[src/design/fqdk_pkg.sv]
// Shared types and codes for the FIFO queue with delete-by-key.
`timescale 1ns / 1ps

package fqdk_pkg;

  // Field widths of the item ports
  localparam int OP_W     = 2;
  localparam int IN_ID_W  = 16;
  localparam int IN_QTY_W = 16;
  localparam int STATUS_W = 2;
  localparam int OUT_CNT_W = 5;

  // Operation codes
  localparam logic [OP_W-1:0] OP_ENQ = 2'd0;
  localparam logic [OP_W-1:0] OP_DEQ = 2'd1;
  localparam logic [OP_W-1:0] OP_DEL = 2'd2;

  // Result status codes
  localparam logic [STATUS_W-1:0] ST_DONE      = 2'd0;
  localparam logic [STATUS_W-1:0] ST_EMPTY     = 2'd1;
  localparam logic [STATUS_W-1:0] ST_NOT_FOUND = 2'd2;
  localparam logic [STATUS_W-1:0] ST_FULL      = 2'd3;

  typedef enum logic [1:0] {
    S_IDLE,
    S_EXEC,
    S_ROTATE,
    S_FINISH
  } state_t;

  // Where the result id and quantity come from
  typedef enum logic [1:0] {
    SRC_ZERO,
    SRC_HEAD,
    SRC_CAP
  } src_t;

  typedef struct packed {
    logic                latch;
    logic                enq;
    logic                deq;
    logic                rot_start;
    logic                rot_step;
    logic                res_load;
    logic [STATUS_W-1:0] res_status;
    src_t                res_src;
  } cmd_t;

  typedef struct packed {
    logic [OP_W-1:0] op;
    logic            empty;
    logic            full;
    logic            last;
    logic            found;
  } sts_t;

endpackage

[src/design/fifo_queue_with_delete_by_key_unit.sv]
// Top level of the FIFO queue with delete-by-key.
//
// Holds up to DEPTH (id, quantity) entries in a row of register cells, cell 0 the head.
// Input item: operation, item_id, quantity on in_* with in_valid / in_stall.
// Result item: status, out_id, out_quantity, entry_count on out_* with out_valid / out_stall.
// An item is taken when valid is high and stall is low at a rising edge.
// Enqueue and dequeue: accepted in the idle state, executed in the exec state once the output
//   slot is free; the result then sits in the output register, and the block is idle again.
// Delete: the held entries rotate through the head cell, one per cycle, where the key is
//   compared; the first match is dropped, the rest go back to the tail in order.
//   An item goes through accept, start, one rotation step per held entry, and result.
// A delete on an empty queue and the unused operation code finish in exec like enqueue.
// A stalled result holds in the output register; the next item may still be accepted
// and worked up to the point of handing over its result, where it waits for the slot.
// Reset (rst_n low, synchronous) empties the queue and drops any pending result; cell
// contents are not cleared, only cells below the count are ever read.
// entry_count carries the low 5 bits of the count.
`timescale 1ns / 1ps

module fifo_queue_with_delete_by_key_unit #(
  parameter int DEPTH    = 16,
  parameter int ID_BITS  = 16,
  parameter int QTY_BITS = 16
) (
  input  logic                                clk,
  input  logic                                rst_n,
  input  logic                                in_valid,
  output logic                                in_stall,
  input  logic [fqdk_pkg::OP_W-1:0]           in_operation,
  input  logic [fqdk_pkg::IN_ID_W-1:0]        in_item_id,
  input  logic [fqdk_pkg::IN_QTY_W-1:0]       in_quantity,
  output logic                                out_valid,
  input  logic                                out_stall,
  output logic [fqdk_pkg::STATUS_W-1:0]       out_status,
  output logic [fqdk_pkg::IN_ID_W-1:0]        out_id,
  output logic [fqdk_pkg::IN_QTY_W-1:0]       out_quantity,
  output logic [fqdk_pkg::OUT_CNT_W-1:0]      out_entry_count
);

  localparam int CW = $clog2(DEPTH + 1);

  fqdk_pkg::cmd_t      cmd;
  fqdk_pkg::sts_t      sts;
  logic [ID_BITS-1:0]  req_id;
  logic [QTY_BITS-1:0] req_qty;
  logic [ID_BITS-1:0]  res_id;
  logic [QTY_BITS-1:0] res_qty;
  logic [CW-1:0]       res_count;

  // id and quantity are kept modulo 2^ID_BITS / 2^QTY_BITS
  assign req_id  = ID_BITS'({32'd0, in_item_id});
  assign req_qty = QTY_BITS'({32'd0, in_quantity});

  fqdk_ctrl u_ctrl (
    .clk       (clk),
    .rst_n     (rst_n),
    .in_valid  (in_valid),
    .in_stall  (in_stall),
    .out_valid (out_valid),
    .out_stall (out_stall),
    .sts       (sts),
    .cmd       (cmd)
  );

  fqdk_dpath #(
    .DEPTH    (DEPTH),
    .ID_BITS  (ID_BITS),
    .QTY_BITS (QTY_BITS),
    .CW       (CW)
  ) u_dpath (
    .clk        (clk),
    .rst_n      (rst_n),
    .cmd        (cmd),
    .sts        (sts),
    .req_op     (in_operation),
    .req_id     (req_id),
    .req_qty    (req_qty),
    .res_status (out_status),
    .res_id     (res_id),
    .res_qty    (res_qty),
    .res_count  (res_count)
  );

  assign out_id          = fqdk_pkg::IN_ID_W'({32'd0, res_id});
  assign out_quantity    = fqdk_pkg::IN_QTY_W'({32'd0, res_qty});
  assign out_entry_count = fqdk_pkg::OUT_CNT_W'({{fqdk_pkg::OUT_CNT_W{1'b0}}, res_count});

endmodule

[src/design/fqdk_ctrl.sv]
// Controller state machine of the FIFO queue with delete-by-key.
`timescale 1ns / 1ps

module fqdk_ctrl (
  input  logic            clk,
  input  logic            rst_n,
  input  logic            in_valid,
  output logic            in_stall,
  output logic            out_valid,
  input  logic            out_stall,
  input  fqdk_pkg::sts_t  sts,
  output fqdk_pkg::cmd_t  cmd
);

  fqdk_pkg::state_t state_r, state_nxt;
  logic             out_valid_r, out_valid_nxt;
  logic             slot_free;

  assign slot_free = !out_valid_r || !out_stall;
  assign out_valid = out_valid_r;
  assign in_stall  = (state_r != fqdk_pkg::S_IDLE);

  always_ff @(posedge clk) begin
    if (!rst_n) begin
      state_r     <= fqdk_pkg::S_IDLE;
      out_valid_r <= 1'b0;
    end else begin
      state_r     <= state_nxt;
      out_valid_r <= out_valid_nxt;
    end
  end

  always_comb begin
    state_nxt      = state_r;
    cmd            = '0;
    cmd.res_status = fqdk_pkg::ST_DONE;
    cmd.res_src    = fqdk_pkg::SRC_ZERO;
    case (state_r)
      fqdk_pkg::S_IDLE: begin
        if (in_valid) begin
          cmd.latch = 1'b1;
          state_nxt = fqdk_pkg::S_EXEC;
        end
      end
      fqdk_pkg::S_EXEC: begin
        case (sts.op)
          fqdk_pkg::OP_ENQ: begin
            if (slot_free) begin
              cmd.enq        = !sts.full;
              cmd.res_load   = 1'b1;
              cmd.res_status = sts.full ? fqdk_pkg::ST_FULL : fqdk_pkg::ST_DONE;
              state_nxt      = fqdk_pkg::S_IDLE;
            end
          end
          fqdk_pkg::OP_DEQ: begin
            if (slot_free) begin
              cmd.deq        = !sts.empty;
              cmd.res_load   = 1'b1;
              cmd.res_status = sts.empty ? fqdk_pkg::ST_EMPTY : fqdk_pkg::ST_DONE;
              cmd.res_src    = sts.empty ? fqdk_pkg::SRC_ZERO : fqdk_pkg::SRC_HEAD;
              state_nxt      = fqdk_pkg::S_IDLE;
            end
          end
          fqdk_pkg::OP_DEL: begin
            if (!sts.empty) begin
              cmd.rot_start = 1'b1;
              state_nxt     = fqdk_pkg::S_ROTATE;
            end else if (slot_free) begin
              cmd.res_load   = 1'b1;
              cmd.res_status = fqdk_pkg::ST_EMPTY;
              state_nxt      = fqdk_pkg::S_IDLE;
            end
          end
          default: begin
            // unused code: report the count, change nothing
            if (slot_free) begin
              cmd.res_load = 1'b1;
              state_nxt    = fqdk_pkg::S_IDLE;
            end
          end
        endcase
      end
      fqdk_pkg::S_ROTATE: begin
        cmd.rot_step = 1'b1;
        if (sts.last) begin
          state_nxt = fqdk_pkg::S_FINISH;
        end
      end
      fqdk_pkg::S_FINISH: begin
        if (slot_free) begin
          cmd.res_load   = 1'b1;
          cmd.res_status = sts.found ? fqdk_pkg::ST_DONE : fqdk_pkg::ST_NOT_FOUND;
          cmd.res_src    = sts.found ? fqdk_pkg::SRC_CAP : fqdk_pkg::SRC_ZERO;
          state_nxt      = fqdk_pkg::S_IDLE;
        end
      end
      default: begin
        state_nxt = fqdk_pkg::S_IDLE;
      end
    endcase
  end

  always_comb begin
    if (cmd.res_load) begin
      out_valid_nxt = 1'b1;
    end else if (!out_stall) begin
      out_valid_nxt = 1'b0;
    end else begin
      out_valid_nxt = out_valid_r;
    end
  end

endmodule

[src/design/fqdk_dpath.sv]
// Datapath of the FIFO queue with delete-by-key: cell row, count and result register.
`timescale 1ns / 1ps

module fqdk_dpath #(
  parameter int DEPTH    = 16,
  parameter int ID_BITS  = 16,
  parameter int QTY_BITS = 16,
  parameter int CW       = $clog2(DEPTH + 1)
) (
  input  logic                              clk,
  input  logic                              rst_n,
  input  fqdk_pkg::cmd_t                    cmd,
  output fqdk_pkg::sts_t                    sts,
  input  logic [fqdk_pkg::OP_W-1:0]         req_op,
  input  logic [ID_BITS-1:0]                req_id,
  input  logic [QTY_BITS-1:0]               req_qty,
  output logic [fqdk_pkg::STATUS_W-1:0]     res_status,
  output logic [ID_BITS-1:0]                res_id,
  output logic [QTY_BITS-1:0]               res_qty,
  output logic [CW-1:0]                     res_count
);

  logic [ID_BITS-1:0]  cell_id_r  [DEPTH];
  logic [QTY_BITS-1:0] cell_qty_r [DEPTH];
  logic [ID_BITS-1:0]  cell_id_nxt  [DEPTH];
  logic [QTY_BITS-1:0] cell_qty_nxt [DEPTH];

  logic [fqdk_pkg::OP_W-1:0] op_r;
  logic [ID_BITS-1:0]        key_r;
  logic [QTY_BITS-1:0]       qty_r;
  logic [CW-1:0]             count_r, count_nxt;
  logic [CW-1:0]             rem_r;
  logic                      found_r;
  logic [ID_BITS-1:0]        cap_id_r;
  logic [QTY_BITS-1:0]       cap_qty_r;
  logic [fqdk_pkg::STATUS_W-1:0] res_status_r;
  logic [ID_BITS-1:0]        res_id_r;
  logic [QTY_BITS-1:0]       res_qty_r;
  logic [CW-1:0]             res_count_r;
  logic                      head_match;
  logic [CW-1:0]             tail_pos;

  // during a rotation the head is either dropped (first match) or goes back to the tail
  assign head_match = !found_r && (cell_id_r[0] == key_r);
  assign tail_pos   = count_r - CW'(1);

  for (genvar g = 0; g < DEPTH; g++) begin : g_cell
    localparam int NXT = (g < DEPTH - 1) ? g + 1 : g;
    always_comb begin
      cell_id_nxt[g]  = cell_id_r[g];
      cell_qty_nxt[g] = cell_qty_r[g];
      if (cmd.enq && (CW'(g) == count_r)) begin
        cell_id_nxt[g]  = key_r;
        cell_qty_nxt[g] = qty_r;
      end
      if (cmd.deq || cmd.rot_step) begin
        cell_id_nxt[g]  = cell_id_r[NXT];
        cell_qty_nxt[g] = cell_qty_r[NXT];
      end
      if (cmd.rot_step && !head_match && (CW'(g) == tail_pos)) begin
        cell_id_nxt[g]  = cell_id_r[0];
        cell_qty_nxt[g] = cell_qty_r[0];
      end
    end
    always_ff @(posedge clk) begin
      cell_id_r[g]  <= cell_id_nxt[g];
      cell_qty_r[g] <= cell_qty_nxt[g];
    end
  end

  always_comb begin
    count_nxt = count_r;
    if (cmd.enq) begin
      count_nxt = count_r + CW'(1);
    end else if (cmd.deq || (cmd.rot_step && head_match)) begin
      count_nxt = count_r - CW'(1);
    end
  end

  always_ff @(posedge clk) begin
    if (!rst_n) begin
      count_r <= '0;
      rem_r   <= '0;
      found_r <= 1'b0;
    end else begin
      count_r <= count_nxt;
      if (cmd.rot_start) begin
        rem_r   <= count_r;
        found_r <= 1'b0;
      end else if (cmd.rot_step) begin
        rem_r <= rem_r - CW'(1);
        if (head_match) begin
          found_r <= 1'b1;
        end
      end
    end
  end

  always_ff @(posedge clk) begin
    if (cmd.latch) begin
      op_r  <= req_op;
      key_r <= req_id;
      qty_r <= req_qty;
    end
    if (cmd.rot_step && head_match) begin
      cap_id_r  <= cell_id_r[0];
      cap_qty_r <= cell_qty_r[0];
    end
    if (cmd.res_load) begin
      res_status_r <= cmd.res_status;
      res_count_r  <= count_nxt;
      case (cmd.res_src)
        fqdk_pkg::SRC_HEAD: begin
          res_id_r  <= cell_id_r[0];
          res_qty_r <= cell_qty_r[0];
        end
        fqdk_pkg::SRC_CAP: begin
          res_id_r  <= cap_id_r;
          res_qty_r <= cap_qty_r;
        end
        default: begin
          res_id_r  <= '0;
          res_qty_r <= '0;
        end
      endcase
    end
  end

  assign sts.op    = op_r;
  assign sts.empty = (count_r == '0);
  assign sts.full  = (count_r == CW'(DEPTH));
  assign sts.last  = (rem_r == CW'(1));
  assign sts.found = found_r;

  assign res_status = res_status_r;
  assign res_id     = res_id_r;
  assign res_qty    = res_qty_r;
  assign res_count  = res_count_r;

endmodule

[config.mk]
export PLATFORM = sky130hd
export DESIGN_NAME = fifo_queue_with_delete_by_key_unit
export DESIGN_NICKNAME = d
export VERILOG_FILES = /design/src/design/fqdk_pkg.sv /design/src/design/fifo_queue_with_delete_by_key_unit.sv /design/src/design/fqdk_ctrl.sv /design/src/design/fqdk_dpath.sv
export SDC_FILE = /design/constraint.sdc
export NUM_CORES = 1
export LEC_CHECK = 0
export ABC_CLOCK_PERIOD_IN_PS = 5600
export BUFFER_PORTS_ARGS = -buffer_cell sky130_fd_sc_hd__buf_4
export CORE_UTILIZATION = 50
export CTS_BUF_LIST = sky130_fd_sc_hd__clkbuf_16
export CTS_CLUSTER_SIZE = 14
export DETAILED_ROUTE_END_ITERATION = 10
export GPL_TIMING_DRIVEN = 1
export PLACE_DENSITY = 0.66
export SYNTH_ARGS = -nofsm -noshare
export SYNTH_HDL_FRONTEND = slang
export SYNTH_SLANG_ARGS = --single-unit
export TNS_END_PERCENT = 10
[constraint.sdc]
create_clock -name clk -period 5.6 [get_ports clk]
set_input_delay 0.56 -clock clk [delete_from_list [all_inputs] [get_ports clk]]
set_output_delay 0.56 -clock clk [all_outputs]
set_load 0.03 [all_outputs]
==> After elaboration in Yosys (flattened, before gate mapping) <==
Memories as Yosys holds them, arrays and structs flattened.
Cells that the tools add are included.
{ "op_classes": {"addsub": 3, "eq_ne": 43, "n_reduce_logical": 53, "mux": 135, "bitwise_logic": 1} }
{ "op_table": {"columns": ["op", "count"], "rows": [
  ["$mux 16", 96],
  ["$eq 4x5->1 const A", 16],
  ["$pmux 16 s2", 2],
  ["$eq 3x5->1 const A", 8],
  ["$logic_and 1x1->1", 35],
  ["$mux 5", 6],
  ["$eq 2x5->1 const A", 4],
  ["$mux 2", 9],
  ["$eq 16x16->1", 1],
  ["$mux 1", 14],
  ["$mux 3", 4],
  ["$eq 1x5->1 const A", 2],
  ["$logic_not 5->1", 2],
  ["$pmux 5 s2", 1],
  ["$sub 5x1->5 const B", 2],
  ["$eq 2x2->1 const B", 4],
  ["$pmux 2 s4", 1],
  ["$eq 2x1->1 const B", 3],
  ["$logic_not 1->1", 6],
  ["$pmux 2 s3", 1],
  ["$add 5x1->5 const B", 1],
  ["$eq 5x1->1 const B", 1],
  ["$eq 5x5->1 const B", 1],
  ["$logic_not 2->1", 2],
  ["8 further kinds", 13]
]} }
{ "totals": {"wordCells": 251, "out_inout_bits": 41, "mem_count": 2, "reg_bits": 119, "mem_bits_rw": 512} }
{ "mem_list": {"columns": ["name", "words", "word_bits", "rd", "rd_ports_with_merged_regs", "wr", "line_no", "rtl"], "rows": [
  ["u_dpath.cell_id_r", 16, 16, 16, 0, 16, "fqdk_dpath.sv:23", "logic [ID_BITS-1:0] cell_id_r [DEPTH];"],
  ["u_dpath.cell_qty_r", 16, 16, 16, 0, 16, "fqdk_dpath.sv:24", "logic [QTY_BITS-1:0] cell_qty_r [DEPTH];"]
]} }

==> Longest topological paths before layout <==
Gate-level depths: netlist of run 1.
{ "logic_depth": {"word_depth": 9, "ltp_mapped": 13, "mapped_depth_nobuf": 8} }

==> Modules after synthesis <==
From an unflattened synthesis of run 1, not the netlist that was laid out.
{ "hier_totals": {"hier_cells": 2579, "area_unflattened_um2": 28712.5} }
{ "modules_own_cells": {"columns": ["module", "area_each_um2", "cells_per_inst", "instances"], "rows": [
  ["fqdk_dpath", 28451.0, 2544, 1],
  ["fqdk_ctrl", 261.5, 35, 1]
]} }

==> Least setup slack after synthesis of run 1 <==
Ideal clock, no wire load.
{ "synth_path": {"path_type": "register to register", "startpoint": "reg, netlist name u_dpath.count_r[0]", "endpoint": "mem u_dpath.cell_id_r[12][0], in the netlist u_dpath.cell_id_r[3][0] (enable)", "setup_time_ns": 0.470, "arrival_ns": 4.305, "stages_incl_launch_ff": 7, "setup_slack_ns": 0.826, "n_path_buf": 0, "path_cell_list": "dfxtp_1 -> inv_1 -> ha_1 -> nor4bb_1 -> nor4b_2 -> nand3_1 -> o31ai_1"} }
{ "synth_rtl": {"columns": ["item", "line_no"], "rows": [
  ["to (decl)", "fqdk_dpath.sv:23"]
]} }

==> flow_summary.toml, run 1 <==
[cells_and_area]
num_antenna_cells = 0
nets = 2588
mostFrequentLayoutCells = "edfxtp_1 (617), a21oi_1 (524), nor2_1 (501)"
final_common_cell = "edfxtp_1"
area_delta_synth_final_pct = 8.756
drive_above_1_share_pct = 26.59

[critical_path]
critPathCaptureType = "register"
crit_type = "reg -> reg"
arrival_ps = 4580
critPathRequiredTime_ps = 5890
cp-start-kind = "register"
path_max_fanout = 21

[synthesis]
muxShareOfSynthArea_pct = 1.587
synth-seq-area-share_pct = 60.85
synth.cell_area_sq_mm = 0.03091
ys_warn_count = 0
yosys_register_bits = 631
synth_cell_types = 66
synth-async-reset-ratio_pct = 0
synth_top_family_by_area = "compound AO/OA/AOI/OAI gates"
synth_nets = 2675
postSynthAreaPerCell_sq_um = 11.77
yosys.area_share.simple_pct = 8.246
synth_xor_area_share_pct = 0.4534
synth_compound_area_share_pct = 22.73
synth-edff-count = 617
synthAdderAreaFrac_pct = 0.4453
synthFlopType = "edfxtp_1"
synth_cells = 2626

[clocking]
clock_path_buffers = 3
cts_made_buffers = 67
clk_pin_slew_ps = 60
clkLatencyLatePin_ps = 600
post-cts-setup-buffers = 0
clkSinkCount = 631
root_buffer = "clkbuf_16"
cts_htree_levels = 3
cts_resized = 0
cts_tree = "yes"
postCtsHoldBufs = 0

[global_routing]
track_usage_pct = 25.08
gr-total-overflow = 0
grt_pass1_vias = 19408
grt_max_degree = 194
grt_pass1_wl_microns = 119700
antenna_found_initial = 0

[power_and_ir_drop]
power_density_mw_per_mm2 = 326.0
p_leak_uw = 0.01129
vdd_drop_max_v = 0.0002706
p_total_uw = 10960

[worst_hold_path]
hp-class = "in -> reg"

[sta]
worst_slew_pin_slew_ps = 1384
rsz0062_at_grt = "false"
final_max_slew_viol_count = 0
finalHoldWorstSlack_ps = 129.0
clock.fmax_mhz = 233.0
finalHoldViolations = 0
period_needed_ps = 4291
tns_ps = 0
finClkSkew_ps = 25.08
relSlewSlack_pct = 7.311
setup_viol = 0
fin_crit_sh_pct = 76.63

[drt]
postRouteAntennaNets = 0
drt_iter0_drc = 2117
viasPerCell = 6.042
wl_microns = 79630
wl_per_cell_microns = 23.61
vias = 20381
first_pass_iters = 6
route.detailed.drc = 0

[die]
rows = 90
coreArea_sq_mm = 0.06070
initial_utilization_pct = 50.92
dieArea_sq_mm = 0.06282
fp.dieW_microns = 250.6
io-pin-count = 79
die_h_microns = 250.6

[placed_design]
portBuffers = 78
dp_hpwl_microns = 45440
gp_congestion = 0.8468

[run_status]
status = "finished clean"

[run]
maxCapViolations = 0
-- path summary, 6_finish.rpt --
check / startpoint / to / slack, ps / cells after the start
setup / recovery: u_dpath.count_r[0]$_SDFF_PN0_ / u_dpath.cell_id_r[2][31]$_DFFE_PP_ / 1310 / 7
hold / removal: in_quantity[9] / u_dpath.qty_r[9]$_DFFE_PP_ / 130 / 1
setup reg to reg: u_dpath.count_r[0]$_SDFF_PN0_ / u_dpath.cell_id_r[2][31]$_DFFE_PP_ / 1310 / 7
hold reg to reg: u_dpath.rem_r[4]$_SDFFE_PN0P_ / u_dpath.rem_r[4]$_SDFFE_PN0P_ / 480 / 2
-- cell families after synthesis --
group / Yosys count
muxes: 34
and+or+nand+nor: 606
xor gates and xnor gates: 16
AOI/OAI and AO/OA: 1026
DFF: 631
adders and majority gates: 11
buffers and inverters: 302
-- metal layers --
metal | up-vias | global-route usage [%] | wire length, microns
met1 | 10035 | 35.16 | 34510
met2 | 855 | 39.90 | 37200
met3 | 140 | 4.177 | 5604
li1 | 9351 | - | -
met4 | 0 | 7.905 | 2315
met5 | - | 0 | 0
-- synthesized netlist by cell type, drive strengths merged (5+ instances only) --
cell type  number  area, sq um
a21o           34        255.2
a21oi         910         6003
a22oi          32        240.2
and2           32        220.2
and3            5        31.28
buf           179         1296
clkbuf        103        386.6
dfxtp          14        280.3
edfxtp        617        18530
ha             11        137.6
inv            19        71.31
mux2           33        480.5
nand2          22        85.09
nand3           9        45.04
nor2          503         1904
nor3           10        60.06
nor4            5        46.29
o211ai         15        252.7
o21ai          10        50.04
o31ai           8        65.06
xnor2           5        43.79
xor2           11        96.34
-- per-stage QoR --
step           util (%)  worst slack, ps  std cells  cell area, sq um
6_report          55.38             1309       3373             33610
4_1_cts           55.38             1347       3373             33610
2_1_floorplan         -            825.6       2626             30910
3_5_place_dp      51.91             1375       3252             31510
5_1_grt           55.38             1144       3373             33610
3_3_place_gp      51.91             1513       3252             31510
-- area by class of cell --
type | count | area, sq um
repair buffers | 126 | 1046
clock buffers | 69 | 1727
inverters | 20 | 75.07
flip-flops and latches | 631 | 18810
well taps | 782 | 978.4
clock inverters | 52 | 382.9
multi-input cells | 1693 | 10600
fillers | 4984 | 27080
-- flip-flops by register name, summed over array words and instances (netlist names) --
register and flops:
u_dpath.found_r 1, u_dpath.op_r 2, u_dpath.cap_qty_r 16, u_ctrl.state_r 2
u_dpath.res_qty 16, u_dpath.count_r 5, u_dpath.cap_id_r 16, u_dpath.res_status 2
u_dpath.res_id 16, u_dpath.cell_id_r 256, u_dpath.res_count 5, u_ctrl.out_valid 1
u_dpath.rem_r 5, u_dpath.qty_r 16, u_dpath.cell_qty_r 256, u_dpath.key_r 16
-- report_power, final --
group / total (uW) / switching, uW / leakage [uW] / internal (uW)
clock network: 4330 / 1830 / 0.00110 / 2510
registers: 5550 / 133 / 0.00571 / 5420
logic: 1080 / 672 / 0.00448 / 404
-- critical path, cell delays in order (launching register included) --
cell and delay (ps):
dfxtp_1 480, inv_1 170, ha_1 270, nor4bb_1 200
nor4b_2 790, nand4_1 530, o21ai_4 1110, buf_4 390
No activity file was read; power rests on OpenSTA's default activity.
==> run 2: changes to the inputs <==
--- a/config.mk
+++ b/config.mk
@@ -5,7 +5,7 @@
 export SDC_FILE = /design/constraint.sdc
 export NUM_CORES = 1
 export LEC_CHECK = 0
-export ABC_CLOCK_PERIOD_IN_PS = 5600
+export ABC_CLOCK_PERIOD_IN_PS = 4400
 export BUFFER_PORTS_ARGS = -buffer_cell sky130_fd_sc_hd__buf_4
 export CORE_UTILIZATION = 50
 export CTS_BUF_LIST = sky130_fd_sc_hd__clkbuf_16
==> constraint.sdc (replaced) <==
create_clock -name clk -period 4.4 [get_ports clk]
set_input_delay 0.44 -clock clk [delete_from_list [all_inputs] [get_ports clk]]
set_output_delay 0.44 -clock clk [all_outputs]
set_load 0.03 [all_outputs]
==> flow_summary.toml, run 2 (synthesis results as in run 1) <==
[clocking]
cts_htree_levels = 3
clock_path_buffers = 3
cts_made_buffers = 67
clkSinkCount = 631
clk_pin_slew_ps = 60
clkLatencyLatePin_ps = 610
cts_tree = "yes"
post-cts-setup-buffers = 0
root_buffer = "clkbuf_16"
cts_resized = 0

[critical_path]
rrSetupSlack_ps = 580
r2r_end = "u_dpath.cell_qty_r[0][111]$_DFFE_PP_"
path_max_fanout = 72
startpoint = "u_dpath.count_r[0]$_SDFF_PN0_"
critPathRequiredTime_ps = 4850
endpoint = "u_dpath.cell_qty_r[0][111]$_DFFE_PP_"
crit_type = "reg -> reg"
critPathCaptureType = "register"
arrival_ps = 4280
cp-start-kind = "register"
r2r-start = "u_dpath.count_r[0]$_SDFF_PN0_"
r2r.worst_path.cells = 9

[cells_and_area]
post-route-cell-area_sq_mm = 0.03415
mostFrequentLayoutCells = "edfxtp_1 (617), a21oi_1 (524), nor2_1 (501)"
final_cells = 3426
drive_above_1_share_pct = 27.16
nets = 2641
final_common_cell = "edfxtp_1"
area_delta_synth_final_pct = 10.49
biggestRegsByFlops = "u_dpath.cell_id_r: 256 flops, u_dpath.cell_qty_r: 256 flops"
num_antenna_cells = 0

[sta]
relSlewSlack_pct = 21.45
fin_crit_sh_pct = 86.88
rsz0062_at_grt = "false"
period_needed_ps = 3823
finalHoldViolations = 0
setup_viol = 0
final_max_slew_viol_count = 0
clock.fmax_mhz = 261.6
finClkSkew_ps = 29.81
worst_slew_pin_slew_ps = 1178
fin_ws_ps = 577.4

[drt]
first_pass_iters = 5
wl_microns = 78920
route.detailed.drc = 0
vias = 20408
postRouteAntennaNets = 0
wl_per_cell_microns = 23.04
viasPerCell = 5.957
drt_iter0_drc = 2037

[run_status]
status = "finished clean"

[worst_hold_path]
hp-class = "in -> reg"

[placed_design]
place_inst = 3281
dp_hpwl_microns = 44900
portBuffers = 78
place_ws_ps = 679.6
gp_congestion = 0.8484
placed_cell_area_sq_mm = 0.03176

[global_routing]
grt_pass1_wl_microns = 120400
grt_pass1_vias = 19925
grt_max_degree = 99
antenna_found_initial = 0
gr-total-overflow = 0
track_usage_pct = 24.98

[power_and_ir_drop]
p_sw_share_pct = 24.00
p_sw_uw = 3369
pwr-share-clk_pct = 39.8
p_leak_uw = 0.01156
vdd_drop_max_v = 0.0003199
power_density_mw_per_mm2 = 411.1
p_total_uw = 14040
p_int_uw = 10670
share_comb_of_total_power_pct = 10.0
seqPwrFrac_pct = 50.2

[die]
die_h_microns = 250.6
initial_utilization_pct = 50.92
coreArea_sq_mm = 0.06070
io-pin-count = 79
dieArea_sq_mm = 0.06282
rows = 90
fp.dieW_microns = 250.6

[run]
maxCapViolations = 0
## run 2: cell types whose count changed in the layout (fill, tap and decap cells not counted), sizes merged
cell / delta
buf: +29
clkinv: +3
clkinvlp: -2
clkbuf: +1
dlygate4sd3: +24
inv: -2
## run 2: worst max-delay path, cell delays in order (launching register included)
cell     delay, ps
dfxtp_1        490
inv_1          160
ha_1           260
or4b_1         330
and4_1         530
inv_2          170
nand2_8        410
buf_4          790
a21oi_1        170
a21oi_1        190
## run 2: how the worst min path moves through the flow
stage                                           start                       endpoint  slack (ps)  cells after the start
detailed placement      u_dpath.rem_r[4]$_SDFFE_PN0P_  u_dpath.rem_r[4]$_SDFFE_PN0P_         460                      2
CTS                                    in_item_id[10]    u_dpath.key_r[10]$_DFFE_PP_         0.2                      1
floorplan           u_dpath.cell_id_r[0][0]$_DFFE_PP_  u_dpath.cap_id_r[0]$_DFFE_PP_         420                      0
global placement        u_dpath.rem_r[4]$_SDFFE_PN0P_  u_dpath.rem_r[4]$_SDFFE_PN0P_         460                      2
finish                                  in_item_id[7]     u_dpath.key_r[7]$_DFFE_PP_          20                      1
global route                            in_item_id[6]     u_dpath.key_r[6]$_DFFE_PP_           1                      1
## run 2: area by class of cell
| type | count | area, sq um |
|---|---|---|
| multi-input cells | 1693 | 10600 |
| well taps | 782 | 978.4 |
| clock buffers | 70 | 1752 |
| clock inverters | 51 | 399.1 |
| inverters | 20 | 75.07 |
| repair buffers | 179 | 1541 |
| fillers | 4923 | 26540 |
| flip-flops and latches | 631 | 18810 |
## run 2: what timing repair did
action                                  CTS  global route
endpoints found under the setup margin    0             0
hold endpoints to repair                 24             0
hold buffers                             24             0
## run 2: power by group through the flow
stage,Clock [uW],Sequential (uW),Combinational (uW)
finish,5580,7050,1410
global route,5850,7070,1520
CTS,5660,7050,1400
detailed placement,0,7180,1380
global placement,0,7170,1340
floorplan,0,7160,1060
## run 2: metal layers
| metal | track usage [%] | vias to the layer above | part of all wire [%] |
|---|---|---|---|
| li1 | - | 9451 | - |
| met5 | 0 | - | 0 |
| met4 | 7.134 | 0 | 2.6 |
| met2 | 40.53 | 718 | 48 |
| met3 | 3.409 | 122 | 5.7 |
| met1 | 35.15 | 10117 | 44 |
## run 2: per-stage QoR
step / hold slack (ps) / TNS (ps) / util, %
after floorplan: 420.6 / -100670 / -
after global placement: 458.9 / 0 / 52.33
after detailed placement: 464.2 / 0 / 52.33
after CTS: 0.2403 / 0 / 56.27
after global routing: 1.380 / 0 / 56.27
final: 21.37 / 0 / 56.27
==> run 3: changes to the inputs <==
--- a/config.mk
+++ b/config.mk
@@ -9,10 +9,9 @@
 export BUFFER_PORTS_ARGS = -buffer_cell sky130_fd_sc_hd__buf_4
 export CORE_UTILIZATION = 50
 export CTS_BUF_LIST = sky130_fd_sc_hd__clkbuf_16
-export CTS_CLUSTER_SIZE = 14
 export DETAILED_ROUTE_END_ITERATION = 10
 export GPL_TIMING_DRIVEN = 1
-export PLACE_DENSITY = 0.66
+export PLACE_DENSITY = 0.72
 export SYNTH_ARGS = -nofsm -noshare
 export SYNTH_HDL_FRONTEND = slang
 export SYNTH_SLANG_ARGS = --single-unit
==> flow_summary.toml, run 3 (synthesis results as in run 1) <==
[sta]
final_max_slew_viol_count = 0
relSlewSlack_pct = 25.88
fin_crit_sh_pct = 83.25
finClkSkew_ps = 22.15
setup_viol = 0
period_needed_ps = 3663
rsz0062_at_grt = "false"
fin_ws_ps = 737.0
clock.fmax_mhz = 273.0
worst_slew_pin_slew_ps = 1107
finalHoldViolations = 0
finalHoldWorstSlack_ps = 75.73

[global_routing]
gr-total-overflow = 0
antenna_found_initial = 0
track_usage_pct = 24.93
grt_max_degree = 128
grt_pass1_vias = 20089
grt_pass1_wl_microns = 120300

[die]
die_h_microns = 250.6
io-pin-count = 79
dieArea_sq_mm = 0.06282
initial_utilization_pct = 50.92
rows = 90
coreArea_sq_mm = 0.06070
fp.dieW_microns = 250.6

[worst_hold_path]
hp-start = "out_stall"
hp-class = "in -> reg"

[cells_and_area]
area_delta_synth_final_pct = 10.10
final_common_cell = "edfxtp_1"
drive_above_1_share_pct = 27.21
post-route-cell-area_sq_mm = 0.03403
biggestRegsByFlops = "u_dpath.cell_id_r: 256 flops, u_dpath.cell_qty_r: 256 flops"
final_cells = 3429
nets = 2645
mostFrequentLayoutCells = "edfxtp_1 (617), a21oi_1 (524), nor2_1 (501)"
fin_util_pct = 56.07

[critical_path]
crit_slowest_cell = "and3_1"
path_max_fanout = 35
cp-start-kind = "register"
crit_chain = "inv_1 -> ha_1 -> or3b_1 -> xnor2_1 -> and3_1 -> o211ai_4 -> buf_4 -> nor2_1 -> a21oi_1"
critPathCaptureType = "register"
critPathRequiredTime_ps = 4770
crit_type = "reg -> reg"
r2r-start = "u_dpath.count_r[1]$_SDFF_PN0_"
startpoint = "u_dpath.count_r[1]$_SDFF_PN0_"
slowest_delay_ps = 480
path_delay_family = "simple AND/OR/NAND/NOR gates"
arrival_ps = 4030
cp.buffers_inverters = 2

[clocking]
clkLatencyLatePin_ps = 640
clock_path_buffers = 3
cts_made_buffers = 60
cts_tree = "yes"
clkSinkCount = 631
clk_pin_slew_ps = 60
cts_htree_levels = 2
cts_resized = 0
root_buffer = "clkbuf_16"

[placed_design]
dp_hpwl_microns = 45370
gp_congestion = 0.8780
portBuffers = 78
place_ws_ps = 557.9
place_inst = 3282
placed_cell_area_sq_mm = 0.03179

[power_and_ir_drop]
vdd_drop_max_v = 0.0003322
p_leak_uw = 0.01147
power_density_mw_per_mm2 = 396.9

[drt]
postRouteAntennaNets = 0
first_pass_iters = 6
vias = 20879
wl_microns = 79380
drt_iter0_drc = 2378
route.detailed.drc = 0
viasPerCell = 6.089
wl_per_cell_microns = 23.15

[run]
maxCapViolations = 0

[run_status]
status = "finished clean"
[run 3: cell types whose count changed in the layout (fill, tap and decap cells not counted), moves of 2 or more]
cell / before / now
buf_12: 11 / 13
bufinv_16: 6 / 4
clkbuf_16: 70 / 62
clkinv_1: 19 / 14
clkinv_2: 8 / 19
clkinvlp_4: 0 / 2
dlygate4sd3_1: 24 / 34
inv_1: 32 / 28
inv_6: 3 / 0
[run 3: path summary, 6_finish.rpt]
check	endpoint	slack (ps)	depth (start not counted)
worst max register to register	u_dpath.cell_qty_r[1][4]$_DFFE_PP_	740	9
worst min register to register	u_dpath.rem_r[4]$_SDFFE_PN0P_	490	2
worst min-delay path	u_ctrl.out_valid$_SDFFE_PN0P_	80	3
worst max-delay path	u_dpath.cell_qty_r[1][4]$_DFFE_PP_	740	9
[run 3: what timing repair did]
item / 4_1_cts / 5_1_grt
hold buffers: 34 / 0
endpoints found under the hold margin: 34 / 0
setup buffers: 0 / 0
[run 3: worst min-delay path, delay by kind of cell]
kind,cells,cell delay (ps)
compound gates,1,60
buf+inv,1,90
simple gates,1,70
[run 3: final cells by class]
type,instances,area (sq um)
fillers,4844,26660
flip-flops and latches,631,18810
multi-input cells,1693,10600
repair buffers,190,1674
clock buffers,62,1551
well taps,782,978.4
clock inverters,50,341.6
inverters,20,75.07
diodes,1,2.502
[run 3: per-layer routing]
layer	GRT usage [%]	share of wire, %
met3	3.616	7.7
met5	0	0
met1	34.30	42
met4	9.360	3.7
met2	40.17	47
[run 3: where the power goes]
| part | internal (uW) | switching, uW |
|---|---|---|
| combinational | 551 | 885 |
| clock | 2780 | 2250 |
| sequential | 6890 | 147 |
| total | 10200 | 3290 |
[run 3: through the flow]
step	setup TNS (ps)	total power, uW
global route	0	13910
detailed placement	0	8553
floorplan	-100670	8219
finish	0	13510
CTS	0	13570
global placement	0	8504
